**src/hw/rtl/wptm_ram.sv**
```systemverilog
// ----------------------------------------------------------------------------
// wptm_ram
// Simple dual-port RAM, one write and one registered read per cycle.
// ----------------------------------------------------------------------------
module wptm_ram #(
  parameter int WIDTH = 8,
  parameter int DEPTH = 16,
  parameter int AW    = (DEPTH > 1) ? $clog2(DEPTH) : 1
) (
  input  logic             clk,
  input  logic             wr_en,
  input  logic [AW-1:0]    wr_addr,
  input  logic [WIDTH-1:0] wr_data,
  input  logic             rd_en,
  input  logic [AW-1:0]    rd_addr,
  output logic [WIDTH-1:0] rd_data
);

  logic [WIDTH-1:0] mem [DEPTH];

  always_ff @(posedge clk) begin
    if (wr_en) begin
      mem[wr_addr] <= wr_data;
    end
    if (rd_en) begin
      rd_data <= mem[rd_addr];
    end
  end

endmodule

```
**config.mk**
```make
export PLATFORM = sky130hd
export DESIGN_NAME = wptm_ram
export DESIGN_NICKNAME = d
export VERILOG_FILES = /design/src/hw/rtl/wptm_ram.sv
export SDC_FILE = /design/constraint.sdc
export NUM_CORES = 1
export LEC_CHECK = 0
export BUFFER_PORTS_ARGS = -buffer_cell sky130_fd_sc_hd__buf_2
export CAP_MARGIN = 20
export CORE_UTILIZATION = 54
export CTS_CLUSTER_SIZE = 12
export DETAILED_ROUTE_END_ITERATION = 16
export PLACE_DENSITY_LB_ADDON = 0.05
export SYNTH_ARGS = -nofsm -noshare
export SYNTH_HDL_FRONTEND = slang
export SYNTH_SLANG_ARGS = --single-unit
```
**constraint.sdc**
```tcl
create_clock -name clk -period 1.6 [get_ports clk]
set_input_delay 0 -clock clk [delete_from_list [all_inputs] [get_ports clk]]
set_output_delay 0 -clock clk [all_outputs]
set_load 0.05 [all_outputs]
```
Yosys cells after proc, flatten, opt, wreduce, memory -nomap -nowiden --
Memory sizes are Yosys's and may differ from the RTL's. A register that Yosys moved wholly into a read port is not among the register bits. Index checks and enable logic that the tools add are counted.
Storage, ports and cells: bits in registers 0, bits in writable memories 128, input bits 19, output and inout port bits 8, memories 1
Cells by class: multiplexer cells 2
Memories:
- mem | depth 16, width 8, rd ports 1, clocked after Yosys merged registers in 1, write ports 1, RTL line 19 | logic [WIDTH-1:0] mem [DEPTH];
Operators with widths (number):
- 2-to-1 mux 1 bit | 2

Longest topological paths before layout --
Gate-level depths: netlist of run 1.
word-level depth 2, gate-level depth with buffers 5, mapped depth without buffers 3

Worst setup path after synthesis of run 1 --
No wires, ideal clock.
kind input-to-reg, start point in wr_addr[2], end point mem mem[0][0], enable pin, library setup time 0.383 ns, arrival 1.110 ns, required time 1.217 ns, path slack 0.107 ns, stages 2, path buffers 0, path through or3b_2 -> nor3_1
RTL lines:
- from (decl) | RTL line 12 | input logic [AW-1:0] wr_addr,
- to (decl) | RTL line 19
No word-level cell before the write port.

==> results of run 1 <==
==> cell type report <==
type                       count  area share
sequential                   136       0.648
clock inverter                13      0.0250
tap                          129      0.0256
timing repair buffer          57      0.0671
clock buffer                  17      0.0657
multi-input combinational     83       0.169
==> tightest hold or removal path, stage by stage <==
cell and delay, ps:
buf_2 140, nor3_1 60, buf_4 180
==> logic make-up (layout without fill, tap and decap cells) <==
family,Yosys count,after routing,share of synthesized area
AO/OA/AOI/OAI,16,16,0.0230
buffers and inverters,10,87,0.0165
multiplexers,32,32,0.148
flip-flops,136,136,0.781
AND/OR/NAND/NOR,35,35,0.0314
==> layer usage <==
metal	up-vias	track usage	share of wire
met4	0	0.100	0.018
li1	1110	-	-
met3	14	0.0383	0.042
met2	78	0.363	0.50
met1	1285	0.293	0.44
met5	-	0	0
==> what timing repair did <==
item	in CTS	in global routing
setup endpoints to repair	0	1
hold buffers	9	0
gates resized for setup	0	1
hold endpoints to repair	136	0
==> stage by stage <==
step	setup WS (ps)	TNS [ps]	instance area (µm²)	total power [µW]
after floorplan	107	0	5230	4370
after global placement	-15.1	-15.1	5640	4540
after detailed placement	-10.6	-10.6	5640	4550
after CTS	43.7	0	6300	8270
after global routing	15.4	0	6300	8450
final	94.0	0	6300	8200
==> worst max path at each step <==
stage | from | endpoint | depth (start not counted)
floorplan | wr_addr[2] | mem[0][0] | 2
global placement | rd_addr[0] | rd_data[0] | 5
detailed placement | rd_addr[0] | rd_data[0] | 5
CTS | mem[2][0] | rd_data[0] | 3
global route | mem[1][0] | rd_data[0] | 3
finish | mem[2][0] | rd_data[0] | 3
==> sequential cells by signal, summed over array words and instances, names as in the netlist <==
name and count:
mem 128, rd_data 8
==> layout by cell type, fill, tap and decap left out, drive strengths merged, types with 2 or more instances in the layout <==
| master | n |
|---|---|
| a22oi | 16 |
| buf | 48 |
| bufinv | 3 |
| clkbuf | 17 |
| clkinv | 6 |
| clkinvlp | 4 |
| dlygate4sd3 | 9 |
| edfxtp | 136 |
| mux4 | 32 |
| nand2 | 9 |
| nand2b | 2 |
| nand3b | 2 |
| nor2 | 13 |
| nor3 | 4 |
==> report_power, final <==
group / switching (µW) / internal [µW] / leakage, µW
registers: 21.2 / 4020 / 0.00124
clock network: 1370 / 2340 / 0.000271
logic: 269 / 180 / 0.000641
==> run_results.csv, run 1 <==
group,metric,value,unit
run_status,status,"finished clean",
finish,num-fill-cells,620,
worst_setup_path,crit_family,"multiplexers",
cts,cts_tree,"done",
synthesis,synth.area.top_cells,"edfxtp_1 78%, mux4_2 7.8%, mux4_1 7.0%, a22oi_1 2.3%, nor2_1 0.93%",
place,placed_cells,396,
cts,htreeDepth,4,
worst_setup_path,arrival,1760,ps
hold_path,whs_path_depth,3,
synthesis,synth-edff-count,136,
job,cap_violations,0,
timing,hold_viol_final,0,
route,drt_pass1_iterations,4,
worst_setup_path,timing.rr.end,"rd_data[0]",
worst_setup_path,crit_buf_inv,0,
cts,clockRootBuffer,"clkbuf_8",
timing,max_freq,0.664,GHz
synthesis,synth-seq-cells,136,
cts,cts.sink_count,136,
synthesis,yosysMostFrequentCell,"edfxtp_1",
grt,antenna_found_initial,0,
place,place.port_buffers,26,
worst_setup_path,rr_worst_depth,3,
power,ir_drop,1.04,mV
finish,multi_input_area,1060,µm²
hold_path,hp-class,"in -> reg",
power,p_leak,0.00215,µW
finish,diodes,0,
grt,first_global_vias,2660,
cts,post_cts_buffers,0,
die,num_rows,35,
worst_setup_path,cp-end-kind,"flop",
worst_setup_path,critPathLaunchType,"flop",
grt,grt_overflow,0,
synthesis,async_flop_share,0,
synthesis,synth_area,5230,µm²
finish,seqCellArea,4080,µm²
grt,track_usage,0.221,
worst_setup_path,crit_chain,"mux4_1 -> a22oi_1 -> nand2_1",
die,fp.dieW,100,µm
grt,grt_max_degree,18,
worst_setup_path,cp_slowest_stage_delay,510,ps
worst_setup_path,reg2reg_from,"mem[2][0]",
cts,clk_pin_slew_worst_paths,60,ps
worst_setup_path,cp.required,1850,ps
timing,fin_crit,1510,ps
timing,setup-violations-final,0,
die,initial_utilization,0.560,
finish,syn2layout_area_growth,20.6,%
cts,worstSkewPairLatency,500,ps
worst_setup_path,path_class,"reg -> reg",
power,powerDensity,1300,nW/µm²
route,drc,0,
timing,finClkSkew,6.62,ps
finish,final_net_count,314,
worst_setup_path,slowest_stage,"mux4_1",
die,pin_count,27,
cts,cts_buffers,17,
route,vias_per_cell,5.72,
synthesis,synth_warnings,0,
timing,rsz0062_at_grt,"false",
finish,layout-drive-gt1-share,0.320,
finish,utilization,0.676,
route,routed-via-count,2487,
timing,timing.slew.headroom,0.737,
synthesis,synthesis.nets,248,
die,core,9330,µm²
die,fp.dieH,100,µm
synthesis,ys_types,18,
synthesis,synth.largest_area_cell,"edfxtp_1",
finish,stdcell_count,435,
timing,slew_violations,0,
synthesis,seq_area_frac_synth,0.781,
timing,fin_crit_sh,0.941,
route,ant_nets,0,
place,dpl.hpwl,6.15,mm
hold_path,min-delay-start,"wr_addr[0]",
synthesis,synthTopCellsByCount,"136 x edfxtp_1, 18 x mux4_2, 16 x a22oi_1",
place,gp_congestion,0.714,
worst_setup_path,reg2reg_setup_slack,90,ps
grt,grt_pass1_wl,15.1,mm
worst_setup_path,path_max_fanout,1,
synthesis,syn_avg_cell_area,22.8,µm²
synthesis,synth_top_area_share,0.781,
route,drtIter0Drc,208,
synthesis,synthFlopType,"edfxtp_1",
hold_path,whs_endpoint,"mem[8][3]",
timing,tightest_slew,394,ps
route,routedWlPerCell,22.7,µm
die,dieArea,10100,µm²
route,drt-total-wl,9.86,mm
timing,whs,58.2,ps
cts,clockBufferDepth,2,
synthesis,syn_inst,229,
No activity file was read; power rests on OpenSTA's default activity.
==> run 2, diff against run 1 <==
HOLD_SLACK_MARGIN = 0.1   (was not set)
==> run_results.csv, run 2 (same netlist as run 1, synthesis figures left out) <==
group,metric,value,unit
run_status,status,"finished clean",
cts,cts.sink_count,136,
worst_setup_path,cp-end-kind,"flop",
worst_setup_path,crit_chain,"mux4_1 -> a22oi_1 -> nand2_1",
grt,track_usage,0.221,
route,drc,0,
power,powerDensity,1300,nW/µm²
timing,timing.slew.headroom,0.735,
place,gp_congestion,0.714,
grt,first_global_vias,2664,
route,routed-via-count,2504,
timing,tightest_slew,397,ps
route,vias_per_cell,5.72,
cts,post_cts_buffers,0,
cts,cts_buffers,17,
finish,final_common_cell,"edfxtp_1",
worst_setup_path,rr_worst_depth,3,
timing,rsz0062_at_grt,"false",
die,fp.dieW,100,µm
timing,hold_viol_final,0,
timing,worst_slack,88.3,ps
worst_setup_path,slowest_stage,"mux4_1",
cts,cts_tree,"done",
cts,clockBufferDepth,2,
hold_path,hp-class,"in -> reg",
timing,slew_violations,0,
timing,fin_crit_sh,0.945,
cts,worstSkewPairLatency,500,ps
finish,syn2layout_area_growth,21.1,%
power,p_leak,0.00216,µW
route,drt_pass1_iterations,4,
route,routedWlPerCell,22.5,µm
worst_setup_path,path_class,"reg -> reg",
die,dieArea,10100,µm²
grt,grt_max_degree,18,
cts,clk_pin_slew_worst_paths,60,ps
worst_setup_path,cp_slowest_stage_delay,510,ps
grt,grt_overflow,0,
worst_setup_path,startpoint,"mem[2][0]",
finish,reg_top3,"mem (128), rd_data (8)",
job,cap_violations,0,
timing,fin_crit,1510,ps
die,core,9330,µm²
worst_setup_path,arrival,1760,ps
worst_setup_path,cp.required,1850,ps
route,drtIter0Drc,186,
place,dpl.hpwl,6.15,mm
worst_setup_path,reg2reg_from,"mem[2][0]",
finish,layout_common_cells,"136 x edfxtp_1, 26 x buf_2, 19 x buf_4",
die,num_rows,35,
place,place.port_buffers,26,
finish,regMostFlops,"mem",
grt,antenna_found_initial,0,
finish,final_net_count,317,
timing,finClkSkew,7.01,ps
finish,diodes,0,
worst_setup_path,path_depth,3,
worst_setup_path,timing.rr.end,"rd_data[0]",
worst_setup_path,crit_buf_inv,0,
worst_setup_path,reg2reg_setup_slack,90,ps
cts,clockRootBuffer,"clkbuf_8",
timing,whs,143,ps
worst_setup_path,path_max_fanout,1,
place,pre_cts_ws,-10.6,ps
die,fp.dieH,100,µm
worst_setup_path,critical_path.endpoint,"rd_data[0]",
finish,layout-drive-gt1-share,0.317,
timing,setup-violations-final,0,
hold_path,whs_path_depth,4,
die,pin_count,27,
cts,htreeDepth,4,
die,initial_utilization,0.560,
grt,grt_pass1_wl,15.1,mm
route,drt-total-wl,9.84,mm
timing,max_freq,0.661,GHz
route,ant_nets,0,
finish,largest_register_ffs,128,
worst_setup_path,critPathLaunchType,"flop",
worst_setup_path,crit_family,"multiplexers",
power,ir_drop,1.04,mV
## run 2: repair_timing
item	CTS	global route
setup endpoints to repair	0	1
endpoints found under the hold margin	168	0
hold buffers	12	0
gates resized for setup	0	1
## run 2: area by class of cell
class / count / area (µm²)
flip-flops and latches: 136 / 4080
fillers: 615 / 3000
clock buffers: 17 / 414
well taps: 129 / 161
repair buffers: 60 / 453
multi-input cells: 83 / 1060
clock inverters: 13 / 158
## run 2: worst reg2reg max path, stage by stage, from the launching register on
cell,delay [ps]
edfxtp_1,370
mux4_1,510
a22oi_1,300
nand2_1,80
## run 2: worst min-delay path by stage
stage | start | end
6_report | wr_addr[2] | mem[15][2]
5_1_grt | wr_addr[2] | mem[15][2]
4_1_cts | wr_addr[2] | mem[15][1]
3_5_place_dp | wr_data[4] | mem[11][4]
3_3_place_gp | wr_data[4] | mem[11][4]
2_1_floorplan | wr_data[0] | mem[0][0]
## run 2: routing by layer
metal / routed length [µm] / part of all wire / vias to the layer above / track usage
met3: 451 / 0.046 / 14 / 0.0390
li1: - / - / 1118 / -
met2: 4980 / 0.51 / 75 / 0.362
met5: 0 / 0 / - / 0
met4: 173 / 0.018 / 0 / 0.100
met1: 4240 / 0.43 / 1297 / 0.293
## run 2: where the power goes
part	total (µW)	internal, µW	switching (µW)	leakage, µW
Sequential	4040	4020	21.2	0.00124
Clock	3720	2340	1380	0.000271
Combinational	453	184	269	0.000656
## run 2: per-stage QoR
stage	total power, µW	cell area, µm²	std cells	setup TNS, ps	util
final	8210	6330	438	0	0.679
after global routing	8450	6330	438	0	0.679
after CTS	8270	6330	438	0	0.678
after detailed placement	4550	5640	396	-10.6	0.604
after global placement	4540	5640	396	-15.1	0.604
after floorplan	4370	5230	229	0	-
==> run 3, diff against run 2 <==
CORE_UTILIZATION = 60   (was 54)
clock period = 1.44 ns   (was 1.6 ns; I/O delays follow)
==> run_results.csv, run 3 (same netlist as run 1, synthesis figures left out) <==
group,metric,value,unit
die,fp.dieH,95.3,µm
power,ir_drop,1.02,mV
hold_path,whs_path_depth,4,
worst_setup_path,rr_worst_depth,3,
place,gp_congestion,0.737,
finish,final_common_cell,"edfxtp_1",
job,cap_violations,0,
route,routed-via-count,2502,
die,fp.dieW,95.3,µm
timing,fin_crit,1440,ps
power,powerDensity,1460,nW/µm²
place,dpl.hpwl,5.81,mm
hold_path,min-delay-start,"wr_addr[2]",
worst_setup_path,critPathLaunchType,"flop",
grt,first_global_vias,2512,
finish,stdcell_area,6330,µm²
worst_setup_path,reg2reg_setup_slack,-1,ps
die,num_rows,33,
finish,reg_top3,"mem (128), rd_data (8)",
timing,timing.slew.headroom,0.686,
finish,syn2layout_area_growth,21.2,%
finish,final_net_count,318,
grt,antenna_found_initial,0,
timing,whs,141,ps
worst_setup_path,arrival,1700,ps
hold_path,hp-class,"in -> reg",
timing,worst_slack,-1.12,ps
route,ant_nets,0,
hold_path,whs_endpoint,"mem[2][4]",
worst_setup_path,cp.required,1700,ps
worst_setup_path,crit_buf_inv,0,
worst_setup_path,cp-end-kind,"flop",
cts,cts_tree,"done",
timing,setup-violations-final,1,
cts,htreeDepth,4,
grt,grt_util_met3,0.0710,
grt,busiest_layer,"met2",
cts,clockRootBuffer,"clkbuf_8",
die,pin_count,27,
run_status,status,"complete, but fails checks",
die,dieArea,9090,µm²
cts,cts.sink_count,136,
timing,tightest_slew,471,ps
finish,layout-drive-gt1-share,0.356,
cts,clockBufferDepth,2,
timing,hold_viol_final,0,
finish,diodes,0,
place,place.port_buffers,26,
route,drtIter0Drc,205,
worst_setup_path,path_class,"reg -> reg",
run_status,violations,"negative setup slack",
finish,largest_register_ffs,128,
finish,layout_common_cells,"136 x edfxtp_1, 26 x buf_2, 22 x mux4_2, 22 x buf_4, 16 x clkbuf_16",
worst_setup_path,timing.rr.end,"rd_data[2]",
cts,worstSkewPairLatency,520,ps
worst_setup_path,crit_chain,"mux4_2 -> a22oi_2 -> nand2_1",
cts,clk_pin_slew_worst_paths,60,ps
grt,track_usage,0.243,
timing,fin_crit_sh,1.00,
cts,cts_buffers,17,
worst_setup_path,slowest_stage,"mux4_2",
grt,grt_overflow,0,
worst_setup_path,cp_slowest_stage_delay,470,ps
timing,slew_violations,0,
worst_setup_path,reg2reg_from,"mem[0][2]",
route,drt-total-wl,9.64,mm
timing,fin_setup_tns,-1.12,ps
route,drt_pass1_iterations,4,
finish,regMostFlops,"mem",
worst_setup_path,path_max_fanout,1,
power,p_leak,0.00216,µW
timing,max_freq,0.694,GHz
timing,finClkSkew,10.5,ps
place,dpl_cell_area,5610,µm²
finish,utilization,0.760,
route,routedWlPerCell,23.1,µm
die,initial_utilization,0.627,
timing,rsz0062_at_grt,"true",
route,vias_per_cell,6.00,
grt,grtUsageMet1,0.338,
grt,grtUsageMet2,0.368,
grt,grt_pass1_wl,14.6,mm
route,drc,0,
grt,grt_max_degree,33,
worst_setup_path,crit_family,"multiplexers",
die,core,8340,µm²
run 3: tightest hold or removal path, cell delays in order:
cell	delay, ps
buf_2	100
or3b_2	170
nor2_1	50
buf_4	170
run 3: worst max-delay path by stage:
stage	end	startpoint	cells past startpoint
2_1_floorplan	rd_data[0]	mem[1][0]	3
5_1_grt	rd_data[6]	mem[7][6]	3
3_5_place_dp	rd_data[2]	rd_addr[0]	5
4_1_cts	rd_data[3]	mem[7][3]	3
6_report	rd_data[2]	mem[0][2]	3
3_3_place_gp	rd_data[2]	rd_addr[0]	5
run 3: per-stage QoR:
step,total power [µW],setup slack [ps],cells
final,9260,-1.12,417
after global routing,9520,-42.5,417
after CTS,9300,1.09,417
after detailed placement,5040,-82.5,374
after global placement,5030,-78.5,374
after floorplan,4850,129,229
run 3: area by class of cell:
cell class / instances / area [µm²]
Clock buffer: 19 / 422
Clock inverter: 13 / 170
Fill cell: 471 / 2010
Multi-Input combinational cell: 83 / 1080
Sequential cell: 136 / 4080
Tap cell: 105 / 131
Timing Repair Buffer: 61 / 445
run 3: layer usage:
metal  routed length [µm]  up-vias
met2                 4750       94
li1                     -     1118
met5                    0        -
met1                 4230     1280
met3                  557       10
met4                  105        0
run 3: report_power, final:
group / leakage [µW] / total [µW] / internal, µW / switching (µW)
registers: 0.00124 / 4480 / 4460 / 23.0
logic: 0.000641 / 516 / 209 / 307
clock network: 0.000279 / 4260 / 2660 / 1600
run 3: timing repair:
action	CTS	global route
buffers inserted	0	0
gates resized for setup	8	3
setup endpoints to repair	6	7
hold buffers	11	0
hold endpoints to repair	168	0
pin swaps	1	6
