### config.mk
export PLATFORM = sky130hd
export DESIGN_NAME = wptm_row
export DESIGN_NICKNAME = d
export VERILOG_FILES = /design/src/hw/rtl/wptm_pkg.sv /design/src/hw/rtl/wptm_row.sv
export SDC_FILE = /design/constraint.sdc
export NUM_CORES = 1
export LEC_CHECK = 0
export ABC_CLOCK_PERIOD_IN_PS = 10800
export BUFFER_PORTS_ARGS = -buffer_cell sky130_fd_sc_hd__buf_2
export CAP_MARGIN = 20
export CORE_UTILIZATION = 31
export DETAILED_ROUTE_END_ITERATION = 8
export PLACE_DENSITY_LB_ADDON = 0.2
export SLEW_MARGIN = 40
export SYNTH_ARGS = -nofsm -noshare
export SYNTH_HDL_FRONTEND = slang
export SYNTH_SLANG_ARGS = --single-unit
### constraint.sdc
create_clock -name vclk -period 10.8
set_input_delay 1.08 -clock vclk [all_inputs]
set_output_delay 1.08 -clock vclk [all_outputs]
set_load 0.005 [all_outputs]
### src/hw/rtl/wptm_pkg.sv
// ----------------------------------------------------------------------------
// wptm_pkg
// Shared codes and constants of the wildcard pattern table match unit.
// ----------------------------------------------------------------------------
package wptm_pkg;

  localparam logic [1:0] OP_WRITE_SYM = 2'd0;
  localparam logic [1:0] OP_SET_LEN   = 2'd1;
  localparam logic [1:0] OP_QUERY     = 2'd2;

  localparam logic [7:0] SYM_STAR = 8'h2A;
  localparam logic [7:0] SYM_ANY  = 8'h3F;

  typedef enum logic [1:0] {
    ST_IDLE,
    ST_PWR,
    ST_QRUN,
    ST_QDONE
  } state_t;

endpackage

### src/hw/rtl/wptm_row.sv
// ----------------------------------------------------------------------------
// wptm_row
// One match-row update: empty-string row or row after one query symbol.
// The '*' run is a carry chain, resolved by a single add.
// ----------------------------------------------------------------------------
module wptm_row #(
  parameter int MAX_PATTERN = 32,
  parameter int RW          = MAX_PATTERN + 1,
  parameter int LW          = $clog2(MAX_PATTERN + 1)
) (
  input  logic [8*MAX_PATTERN-1:0] pat,
  input  logic [RW-1:0]            old_row,
  input  logic [7:0]               sym,
  input  logic [LW-1:0]            len,
  input  logic                     mode_empty,
  output logic [RW-1:0]            row
);
  import wptm_pkg::*;

  logic [RW-1:0] gen;
  logic [RW-1:0] prop;
  logic [RW-1:0] mask;
  logic [RW:0]   sum;
  logic [RW:0]   cin;

  // symbols past the length never reach the add, so unwritten ones stay out
  always_comb begin
    gen  = '0;
    prop = '0;
    mask = '0;
    gen[0]  = mode_empty;
    mask[0] = 1'b1;
    for (int j = 1; j <= MAX_PATTERN; j++) begin
      mask[j] = (j <= int'(len));
      prop[j] = mask[j] && (pat[8*(j-1) +: 8] == SYM_STAR);
      if (!mode_empty && mask[j]) begin
        if (prop[j]) begin
          gen[j] = old_row[j];
        end else begin
          gen[j] = old_row[j-1] &&
                   ((pat[8*(j-1) +: 8] == sym) || (pat[8*(j-1) +: 8] == SYM_ANY));
        end
      end
    end
  end

  // carry into bit j+1 equals row bit j
  assign sum = {1'b0, gen | prop} + {1'b0, gen};
  assign cin = sum ^ {1'b0, gen | prop} ^ {1'b0, gen};
  assign row = cin[RW:1] & mask;

endmodule

* Word-level counts from Yosys, hierarchy flattened
Index checks and enable logic that the tools add are counted.
** Storage, ports and cells
- Register bits :: 0
- Output and inout bits :: 33
- Logic and storage cells :: 326
- Input port bits :: 304
** Cells by class
- Magnitude comparators :: 32
- Reduce and logical (&&, ||, !) cells :: 129
- $add $sub $neg :: 1
- Muxes and demuxes :: 64
- Bitwise logic cells :: 4
- Eq/ne operators :: 96
** Operators with widths (count)
- $eq 8x6->1 const B :: 64
- $eq 8x8->1 :: 32
- $le 5x6->1 const A :: 16
- $logic_and 1x1->1 :: 96
- $xor 34x33->34 :: 2
- $mux 1 :: 64
- $le 4x6->1 const A :: 8
- $add 33x33->34 :: 1
- $and 33x33->33 :: 1
- $or 33x33->33 :: 1
- $logic_or 1x1->1 :: 32
- $le 3x6->1 const A :: 4
- $le 2x6->1 const A :: 2
- $le 1x6->1 const A :: 1
- $le 6x6->1 const A :: 1
- $logic_not 1->1 :: 1

* Longest topological paths before layout
Gate-level depths: netlist of run 1.
- Depth in word-level cells :: 10
- Depth in mapped cells :: 16
- Depth with buffers taken out :: 13

* Least setup slack after synthesis of run 1
No wires, ideal clock.
- Path kind :: input -> output
- Start :: input port pat[52]
- End :: output port row[32]
- Setup slack :: 5.808 ns
- Required time :: 9.720 ns
- Path buffers :: 0
- Data arrival time :: 3.912 ns
- Stages on the path :: 13
- Cells stage by stage :: or4b_1 a211oi_4 mux2_1 and3_1 a21o_1 a31oi_1 a31oi_1 o211ai_2 nand3_2 a41o_1 a31o_2 nand2_2 o22ai_2
** Between the ends
- Longest elaborated chain between the ends :: 10
- Elaborated cells on any way between the ends :: 13
- Classes of those cells :: add/sub (1); eq/ne (3); mux (2); bitwise (4); reduce/logical (3)
** Ends and longest elaborated chain
- start, declared :: line wptm_row.sv:11 : input logic [8*MAX_PATTERN-1:0] pat,
- $eq 8x8->1 / $eq 8x6->1 (equally long branches) :: line wptm_row.sv:41 : ((pat[8*(j-1) +: 8] == sym) || (pat[8*(j-1) +: 8] == SYM_ANY));
- $logic_or 1x1->1 :: line wptm_row.sv:41
- $logic_and 1x1->1 :: line wptm_row.sv:40 : gen[j] = old_row[j-1] &&
- $mux 1 :: line wptm_row.sv:37 : if (prop[j]) begin
- $mux 1 :: line wptm_row.sv:36 : if (!mode_empty && mask[j]) begin
- $or 33x33->33 :: line wptm_row.sv:48 : assign sum = {1'b0, gen | prop} + {1'b0, gen};
- $add 33x33->34 * :: line wptm_row.sv:48
- $xor 34x33->34 * (2 in a row) :: line wptm_row.sv:49 : assign cin = sum ^ {1'b0, gen | prop} ^ {1'b0, gen};
- $and 33x33->33 * :: line wptm_row.sv:50 : assign row = cin[RW:1] & mask;
- end, declared :: line wptm_row.sv:16 : output logic [RW-1:0] row
Mark *: on every way between the ends. The rest lies on a longest branch, timed or not.

* Worst setup path in the final report of run 1
- Start :: input port sym[7]
- End :: output port row[32]
** Between the ends
- Longest elaborated chain between the ends :: 10
- Elaborated cells on any way between the ends :: 165
- Classes of those cells :: add/sub (1); eq/ne (32); mux (64); bitwise (4); reduce/logical (64)
** Ends and longest elaborated chain
- start, declared :: line wptm_row.sv:13 : input logic [7:0] sym,
- $eq 8x8->1 :: line wptm_row.sv:41
- $logic_or 1x1->1 :: line wptm_row.sv:41
- $logic_and 1x1->1 :: line wptm_row.sv:40
- $mux 1 :: line wptm_row.sv:37
- $mux 1 :: line wptm_row.sv:36
- $or 33x33->33 :: line wptm_row.sv:48
- $add 33x33->34 * :: line wptm_row.sv:48
- $xor 34x33->34 * (2 in a row) :: line wptm_row.sv:49
- $and 33x33->33 * :: line wptm_row.sv:50
Marks and branches as above.

==> results of run 1 <==
-- per-stage QoR --
| stage | setup WS, ns | util (%) |
|---|---|---|
| final | 5.11 | 40.6 |
| after global routing | 4.89 | 40.6 |
| after CTS | 5.18 | 40.6 |
| after detailed placement | 5.18 | 40.6 |
| after global placement | 5.05 | 40.6 |
| after floorplan | 5.81 | - |
-- worst paths after layout --
| path | start | end | depth (start not counted) |
|---|---|---|---|
| worst max-delay path | sym[7] | row[32] | 16 |
| worst min-delay path | old_row[31] | row[32] | 4 |
-- power by group --
group | switching, mW | internal [mW] | leakage [nW]
registers | 0 | 0 | 0
logic | 0.143 | 0.113 | 3.43
clock network | 0 | 0.0000000248 | 0.0000127
-- kinds of logic after synthesis --
family                    synth area share (%)
and+or+nand+nor                           37.2
buffers and inverters                     5.98
xor gates and xnor gates                  34.6
AOI/OAI and AO/OA                         21.1
muxes                                     1.12
-- metal layers --
metal	track usage, %	vias up	wire [um]
li1	-	4131	-
met1	31.4	3919	12000
met2	42.7	350	13200
met3	2.41	34	1880
met4	4.74	2	467
met5	0	-	10
-- cell usage in the layout (no fill, tap or decap), types with 6 or more instances in the layout --
cell type | Yosys | routed
inv_1 | 22 | 22
nor2_1 | 84 | 84
a31oi_1 | 13 | 13
nor3_1 | 39 | 39
nand2_1 | 47 | 47
a21o_1 | 9 | 9
nand2b_1 | 6 | 6
o21a_1 | 6 | 6
xor2_1 | 120 | 120
a21oi_1 | 33 | 33
nand4_1 | 52 | 52
nand3_1 | 54 | 54
or3_1 | 30 | 30
o21ai_0 | 39 | 39
xnor2_1 | 136 | 136
or4_1 | 15 | 15
or2_2 | 9 | 9
and3_1 | 14 | 14
nor4_1 | 34 | 34
o22ai_1 | 8 | 8
buf_2 | 25 | 336
a211oi_1 | 7 | 7
buf_4 | 6 | 9
-- final cells by class --
class | instances | area [um^2] | area share (%)
Multi-Input combinational cell | 882 | 6090 | 73.7
Tap cell | 270 | 338 | 4.09
Timing Repair Buffer | 345 | 1750 | 21.2
Inverter | 22 | 82.6 | 0.999
Antenna cell | 2 | 5.00 | 0.0605
-- tightest hold or removal path: stages --
cell     delay [ns]
buf_2          0.09
a41oi_1        0.13
o22ai_2        0.10
buf_2          0.13
==> metrics.yaml, run 1 <==
fmax_mhz: 176
seq_area_frac_synth_pct: 0
post_cts_buffers: 0
grt_start_max_net_pins: 60
fillerInstances: 2260
start_kind: "primary input"
grt_pass1_vias: 7889
finalCritPeriodShare_pct: 52.7
drtIter0Drc: 431
antenna_found_initial: 3
syn_area_per_cell_um2: 6.79
die_y_um: 147
synthesis.nets: 1258
dp_hpwl_um: 22300
rows: 52
via_per_inst: 5.55
io_pins: 337
num_vias: 8436
worstPathRequired_ns: 9.72
yosys-top-cells-area: "xnor2_1, xor2_1, nand4_1"
post_cts_resized: 0
port_buffers: 337
critical_path.cell_chain: "buf_2 -> buf_4 -> xor2_1 -> nor4_2 -> nand2_1 -> a211o_1 -> a211oi_1 -> nand2_1 -> a31oi_1 -> o211ai_2 -> nand3_2 -> a41o_1 -> a31o_2 -> nand2_2 -> o22ai_2 -> buf_2"
cap_violations: 0
dp.cells: 1519
critPathMaxFanout: 32
fin_crit_ns: 5.69
grt_pass1_wl_um: 41900
power_leakage_nw: 3.43
worstPathArrival_ns: 4.61
max_slew_margin_pct: 49.7
cp_num_buf_inv: 3
drc: 0
setup_viol: 0
synthDistinctLibCells: 88
critPathKind: "in -> out"
areaGrowthSynthToFinish_pct: 27.6
seq_area_um2: 0
seq_cells: 0
routed_wl_um: 27600
final_net_count: 1555
worst_pin_slew_ns: 0.752
gp_congestion: 0.918
syn_area_mm2: 0.00648
dieWidth_um: 147
status: "finished clean"
drive_gt1_share_pct: 31.0
timing.hold.ws_ns: 2.61
place_area_mm2: 0.00826
cp_top_family: "compound AO/OA/AOI/OAI gates"
ant_nets: 0
syn_inst: 954
fin_tns_setup_ns: 0
final_max_slew_viol_count: 0
fin_area_mm2: 0.00827
final_cells: 1521
yosysWarnings: 0
final_hold_viol_count: 0
ir_drop_mv: 0.0266
cts_hold_buf: 0
yosysMostFrequentCell: "xnor2_1"
total_power_mw: 0.257
critPathCaptureType: "output pin"
initial_utilization_pct: 31.8
grt_usage_pct: 24.1
detail_route.wl_per_cell_um: 18.1
yosys.area.top_type: "xnor2_1"
powerDensity_mw_per_mm2: 31.1
cpPeakStageDelay_ns: 0.53
n_clock_buffer: 0
rsz0062_at_grt: "false"
synthTopCellsByCount: "xnor2_1, xor2_1, nor2_1"
die-area_mm2: 0.0215
hp-class: "in -> out"
dr.pass1.iters: 5
yosysTopAreaCellShare_pct: 18.4
grt_overflow: 0
core-area_mm2: 0.0204
slowest_stage: "buf_4"
Note: power is estimated with default switching activity, not from simulation.
==> inputs of run 2 (changes only) <==
--- a/config.mk
+++ b/config.mk
@@ -5,7 +5,7 @@
 export SDC_FILE = /design/constraint.sdc
 export NUM_CORES = 1
 export LEC_CHECK = 0
-export ABC_CLOCK_PERIOD_IN_PS = 10800
+export ABC_CLOCK_PERIOD_IN_PS = 5850
 export BUFFER_PORTS_ARGS = -buffer_cell sky130_fd_sc_hd__buf_2
 export CAP_MARGIN = 20
 export CORE_UTILIZATION = 31
==> constraint.sdc (replaced) <==
create_clock -name vclk -period 5.85
set_input_delay 0.585 -clock vclk [all_inputs]
set_output_delay 0.585 -clock vclk [all_outputs]
set_load 0.005 [all_outputs]
==> run 2 against run 1 <==
Against the previous run:
- non-clock buffer count rose by 1
- via count fell by 0.44%
- total power up 86%
- first-iteration DRC count rose by 16%
- critical path type unchanged
- largest cell class unchanged
- largest power group unchanged
==> metrics.yaml, run 2 (same netlist as run 1, synthesis figures left out) <==
fin_tns_setup_ns: 0  # unchanged
ant_nets: 0  # unchanged
grt_usage_pct: 25.3  # +1.2 points
cp_num_buf_inv: 2  # -1
use_met1_pct: 32.7  # +1.3 points
holdPathEnd: "row[32]"
met3_usage_pct: 3.13  # +0.72 points
busiest_layer: "met2"
antenna_found_initial: 3  # unchanged
drive_gt1_share_pct: 31.0  # +0.055 points
routed_wl_um: 28400  # +3.0%
worst_pin_slew_ns: 0.843  # +0.0912 ns
grt_overflow: 0  # unchanged
num_vias: 8399  # -0.44%
setup_viol: 0  # unchanged
critPathKind: "in -> out"
final_hold_viol_count: 0  # unchanged
die_y_um: 147  # unchanged
worstPathRequired_ns: 5.27  # -4.45 ns
gr-usage-met2_pct: 43.8  # +1.1 points
port_buffers: 337  # unchanged
grt_pass1_wl_um: 43600  # +4.1%
drc: 0  # unchanged
seq_cells: 0  # unchanged
fin_crit_ns: 4.69
finalCritPeriodShare_pct: 80.2
grt_pass1_vias: 8025  # +1.7%
worstPathArrival_ns: 4.10  # -0.51 ns
post_cts_resized: 0  # unchanged
hold_depth: 4  # unchanged
cap_violations: 0  # unchanged
areaGrowthSynthToFinish_pct: 27.7  # about the same
core-area_mm2: 0.0204  # unchanged
fmax_mhz: 213
cpPeakStageDelay_ns: 0.64  # +0.11 ns
initial_utilization_pct: 31.8  # unchanged
cts_hold_buf: 0  # unchanged
drtIter0Drc: 499  # +16%
rows: 52  # unchanged
place_area_mm2: 0.00827  # about the same
gp_congestion: 0.922  # +0.48%
n_clock_buffer: 0  # unchanged
slowest_stage: "buf_2"
fin_area_mm2: 0.00828  # about the same
final_common_cell: "buf_2"
final_cell_mix: "buf_2, xnor2_1, xor2_1"
ir_drop_mv: 0.0308  # +16%
status: "finished clean"
hold_path_startpoint: "old_row[31]"
post_cts_buffers: 0  # unchanged
max_slew_margin_pct: 43.8  # -5.9 points
die-area_mm2: 0.0215  # unchanged
rsz0062_at_grt: "false"
critPathCaptureType: "output pin"
critPathMaxFanout: 23  # -28%
critical_path.cell_chain: "buf_2 -> xor2_1 -> nor4_1 -> nand2_1 -> a211o_1 -> a211oi_1 -> nand2_1 -> a31oi_1 -> o211ai_2 -> nand3_2 -> a41o_1 -> a31o_2 -> nand2_2 -> o22ai_2 -> buf_2"
dieWidth_um: 147  # unchanged
detail_route.wl_per_cell_um: 18.6  # +2.9%
seq_area_um2: 0  # unchanged
dr.pass1.iters: 5  # unchanged
cp_top_family: "compound AO/OA/AOI/OAI gates"
io_pins: 337  # unchanged
dp_hpwl_um: 23700  # +6.4%
powerDensity_mw_per_mm2: 57.8  # +86%
start_kind: "primary input"
via_per_inst: 5.51  # -0.57%
hp-class: "in -> out"
final_max_slew_viol_count: 0  # unchanged
grt_start_max_net_pins: 59  # -1.7%
final_net_count: 1556  # +0.064%
power_leakage_nw: 3.44  # +0.11%
## run 2: cell count changes in the layout (fill, tap and decap cells not counted), sizes merged
cell   previous run  this run
buf             345       346
diode             2         3
## run 2: metrics by stage
step / utilization (%) / instances / hold slack (ns) / worst slack (ns) / power [mW]
after detailed placement: 40.6 / 1520 / 1.61 / 1.19 / 0.476
after global placement: 40.6 / 1520 / 1.60 / 1.25 / 0.473
after global routing: 40.6 / 1523 / 1.63 / 0.909 / 0.524
final: 40.6 / 1523 / 1.62 / 1.16 / 0.478
after CTS: 40.6 / 1520 / 1.61 / 1.17 / 0.479
after floorplan: - / 954 / 1.34 / 1.85 / 0.267
## run 2: layout make-up
cell class	instances	area, um^2
fillers	2262	12100
repair buffers	346	1750
multi-input cells	882	6090
well taps	270	338
diodes	3	7.51
inverters	22	82.6
## run 2: worst max path at each step
stage / from / end / slack, ns / cells after the start
floorplan: pat[52] / row[32] / 1.85 / 13
global placement: sym[6] / row[32] / 1.25 / 15
detailed placement: sym[6] / row[32] / 1.19 / 15
CTS: sym[6] / row[32] / 1.17 / 15
global route: sym[6] / row[32] / 0.91 / 15
finish: sym[6] / row[32] / 1.16 / 15
## run 2: power breakdown
group	total, mW	internal, mW	switching, mW
Clock	0.0000000686	0.0000000686	0
Sequential	0	0	0
Combinational	0.478	0.210	0.268
## run 2: routing by layer
layer | part of all wire, % | vias to the layer above
met3 | 6.7 | 43
met4 | 2.7 | 0
met2 | 47 | 329
met5 | 0 | -
met1 | 44 | 3898
li1 | - | 4129
==> inputs of run 3 (changes only) <==
--- a/config.mk
+++ b/config.mk
@@ -5,7 +5,7 @@
 export SDC_FILE = /design/constraint.sdc
 export NUM_CORES = 1
 export LEC_CHECK = 0
-export ABC_CLOCK_PERIOD_IN_PS = 5850
+export ABC_CLOCK_PERIOD_IN_PS = 4400
 export BUFFER_PORTS_ARGS = -buffer_cell sky130_fd_sc_hd__buf_2
 export CAP_MARGIN = 20
 export CORE_UTILIZATION = 31
==> constraint.sdc (replaced) <==
create_clock -name vclk -period 4.4
set_input_delay 0.44 -clock vclk [all_inputs]
set_output_delay 0.44 -clock vclk [all_outputs]
set_load 0.005 [all_outputs]
==> run 3 against run 2 <==
Against the previous run:
- final area grew 2.5%
- combinational power increased by 36%
- critical path type unchanged
- final cell count rose by 1.6%
- hold slack got worse by 0.30 ns
- critical endpoint unchanged
- core utilization rose by 1.0 points
==> metrics.yaml, run 3 (same netlist as run 1, synthesis figures left out) <==
ant_nets: 0  # unchanged
io_pins: 337  # unchanged
cap_violations: 0  # unchanged
worstPathRequired_ns: 3.96  # -1.31 ns
slowest_stage: "or4b_1"
fmax_mhz: 242
drtIter0Drc: 458  # -8.2%
start_kind: "primary input"
power_leakage_nw: 3.57  # +4.0%
multi_input_area_mm2: 0.00609  # unchanged
core-area_mm2: 0.0204  # unchanged
dieWidth_um: 147  # unchanged
rsz0062_at_grt: "false"
cts_hold_buf: 0  # unchanged
drc: 0  # unchanged
grt_pass1_wl_um: 43200  # -0.93%
fin_crit_ns: 4.13
via_per_inst: 5.45  # -1.1%
final_net_count: 1583  # +1.7%
routed_wl_um: 27700  # -2.3%
areaGrowthSynthToFinish_pct: 30.9
max_slew_margin_pct: 55.6  # +12 points
seq_area_um2: 0  # unchanged
die-area_mm2: 0.0215  # unchanged
post_cts_buffers: 0  # unchanged
initial_utilization_pct: 31.8  # unchanged
worst_pin_slew_ns: 0.661  # -0.182 ns
final_max_slew_viol_count: 0  # unchanged
grt_start_max_net_pins: 33  # -44%
final_cell_mix: "buf_2, xnor2_1, xor2_1"
final_common_cell: "buf_2"
rows: 52  # unchanged
critPathKind: "in -> out"
switchingPower_mw: 0.354  # +32%
die_y_um: 147  # unchanged
num_vias: 8439  # +0.48%
hp-class: "in -> out"
detail_route.wl_per_cell_um: 17.9  # -3.9%
p_clk_share_pct: 0  # unchanged
critPathCaptureType: "output pin"
ir_drop_mv: 0.0368  # +20%
powerDensity_mw_per_mm2: 76.4  # +32%
grt_overflow: 0  # unchanged
port_buffers: 337  # unchanged
worstPathArrival_ns: 3.69  # -0.41 ns
antenna_found_initial: 1  # -2
status: "finished clean"
switching_share_pct: 54.7  # -1.4 points
hold_path_startpoint: "old_row[31]"
grt_pass1_vias: 8239  # +2.7%
holdPathEnd: "row[32]"
fin_tns_setup_ns: 0  # unchanged
hold_depth: 4  # unchanged
n_clock_buffer: 0  # unchanged
critPathMaxFanout: 3  # -87%
final_hold_viol_count: 0  # unchanged
cpPeakStageDelay_ns: 0.57  # -0.07 ns
gp_congestion: 1.04  # +12%
timing.hold.ws_ns: 1.32  # -0.304 ns
seqPwrFrac_pct: 0  # unchanged
critical_path.cell_chain: "buf_2 -> or4b_1 -> a211oi_4 -> mux2_1 -> and3_1 -> a21o_1 -> a31oi_1 -> a31oi_1 -> o211ai_2 -> nand3_2 -> a41o_1 -> a31o_2 -> nand2_2 -> o22ai_2 -> buf_2"
finalCritPeriodShare_pct: 93.9
power_frac_comb_pct: 100.0  # about the same
dp_hpwl_um: 24200  # +2.2%
grt_usage_pct: 24.8  # -0.43 points
post_cts_resized: 0  # unchanged
seq_cells: 0  # unchanged
setup_viol: 0  # unchanged
dr.pass1.iters: 5  # unchanged
p_int_mw: 0.294  # +40%
drive_gt1_share_pct: 32.5  # +1.5 points
fillerInstances: 2196  # -2.9%
-- run 3: cell count changes in the layout (fill, tap and decap cells not counted), sizes merged --
cell,change
buf,+27
diode,-2
-- run 3: power groups by stage --
stage / clock network (mW) / logic [mW] / registers (mW)
2_1_floorplan: 0 / 0.355 / 0
5_1_grt: 0.0000000305 / 0.713 / 0
4_1_cts: 0 / 0.649 / 0
6_report: 0.0000000305 / 0.648 / 0
3_5_place_dp: 0 / 0.646 / 0
3_3_place_gp: 0 / 0.644 / 0
-- run 3: critical path, delay by kind of cell --
kind	cells	cell delay [ns]
AOI/OAI and AO/OA	8	1.66
and+or+nand+nor	4	0.98
muxes	1	0.36
buffers and inverters	2	0.26
-- run 3: cell type report --
cell class	count	share of cell area (%)
Antenna cell	1	0.0295
Inverter	22	0.973
Tap cell	270	3.98
Timing Repair Buffer	373	23.2
Multi-Input combinational cell	882	71.8
-- run 3: metrics by stage --
step	area (um^2)	power, mW	setup slack, ns	util (%)	cells
4_1_cts	8480	0.649	0.289	41.7	1547
3_5_place_dp	8480	0.646	0.305	41.7	1547
5_1_grt	8490	0.713	0.0198	41.7	1548
6_report	8490	0.648	0.268	41.7	1548
2_1_floorplan	6480	0.355	0.688	-	954
3_3_place_gp	8480	0.644	0.339	41.7	1547
-- run 3: layer usage --
layer  track usage (%)  part of all wire [%]  wire length (um)
met1              32.7                    45             12600
met2              43.0                    47             13000
met3              3.16                   6.2              1730
met4              4.74                   1.7               469
met5                 0                     0                 0
-- run 3: worst max-delay path by stage --
stage / startpoint / endpoint / depth (start not counted)
after detailed placement: pat[52] / row[32] / 15
after floorplan: pat[52] / row[32] / 13
after global routing: sym[5] / row[28] / 16
after global placement: pat[52] / row[32] / 15
final: pat[52] / row[32] / 15
after CTS: pat[52] / row[32] / 15
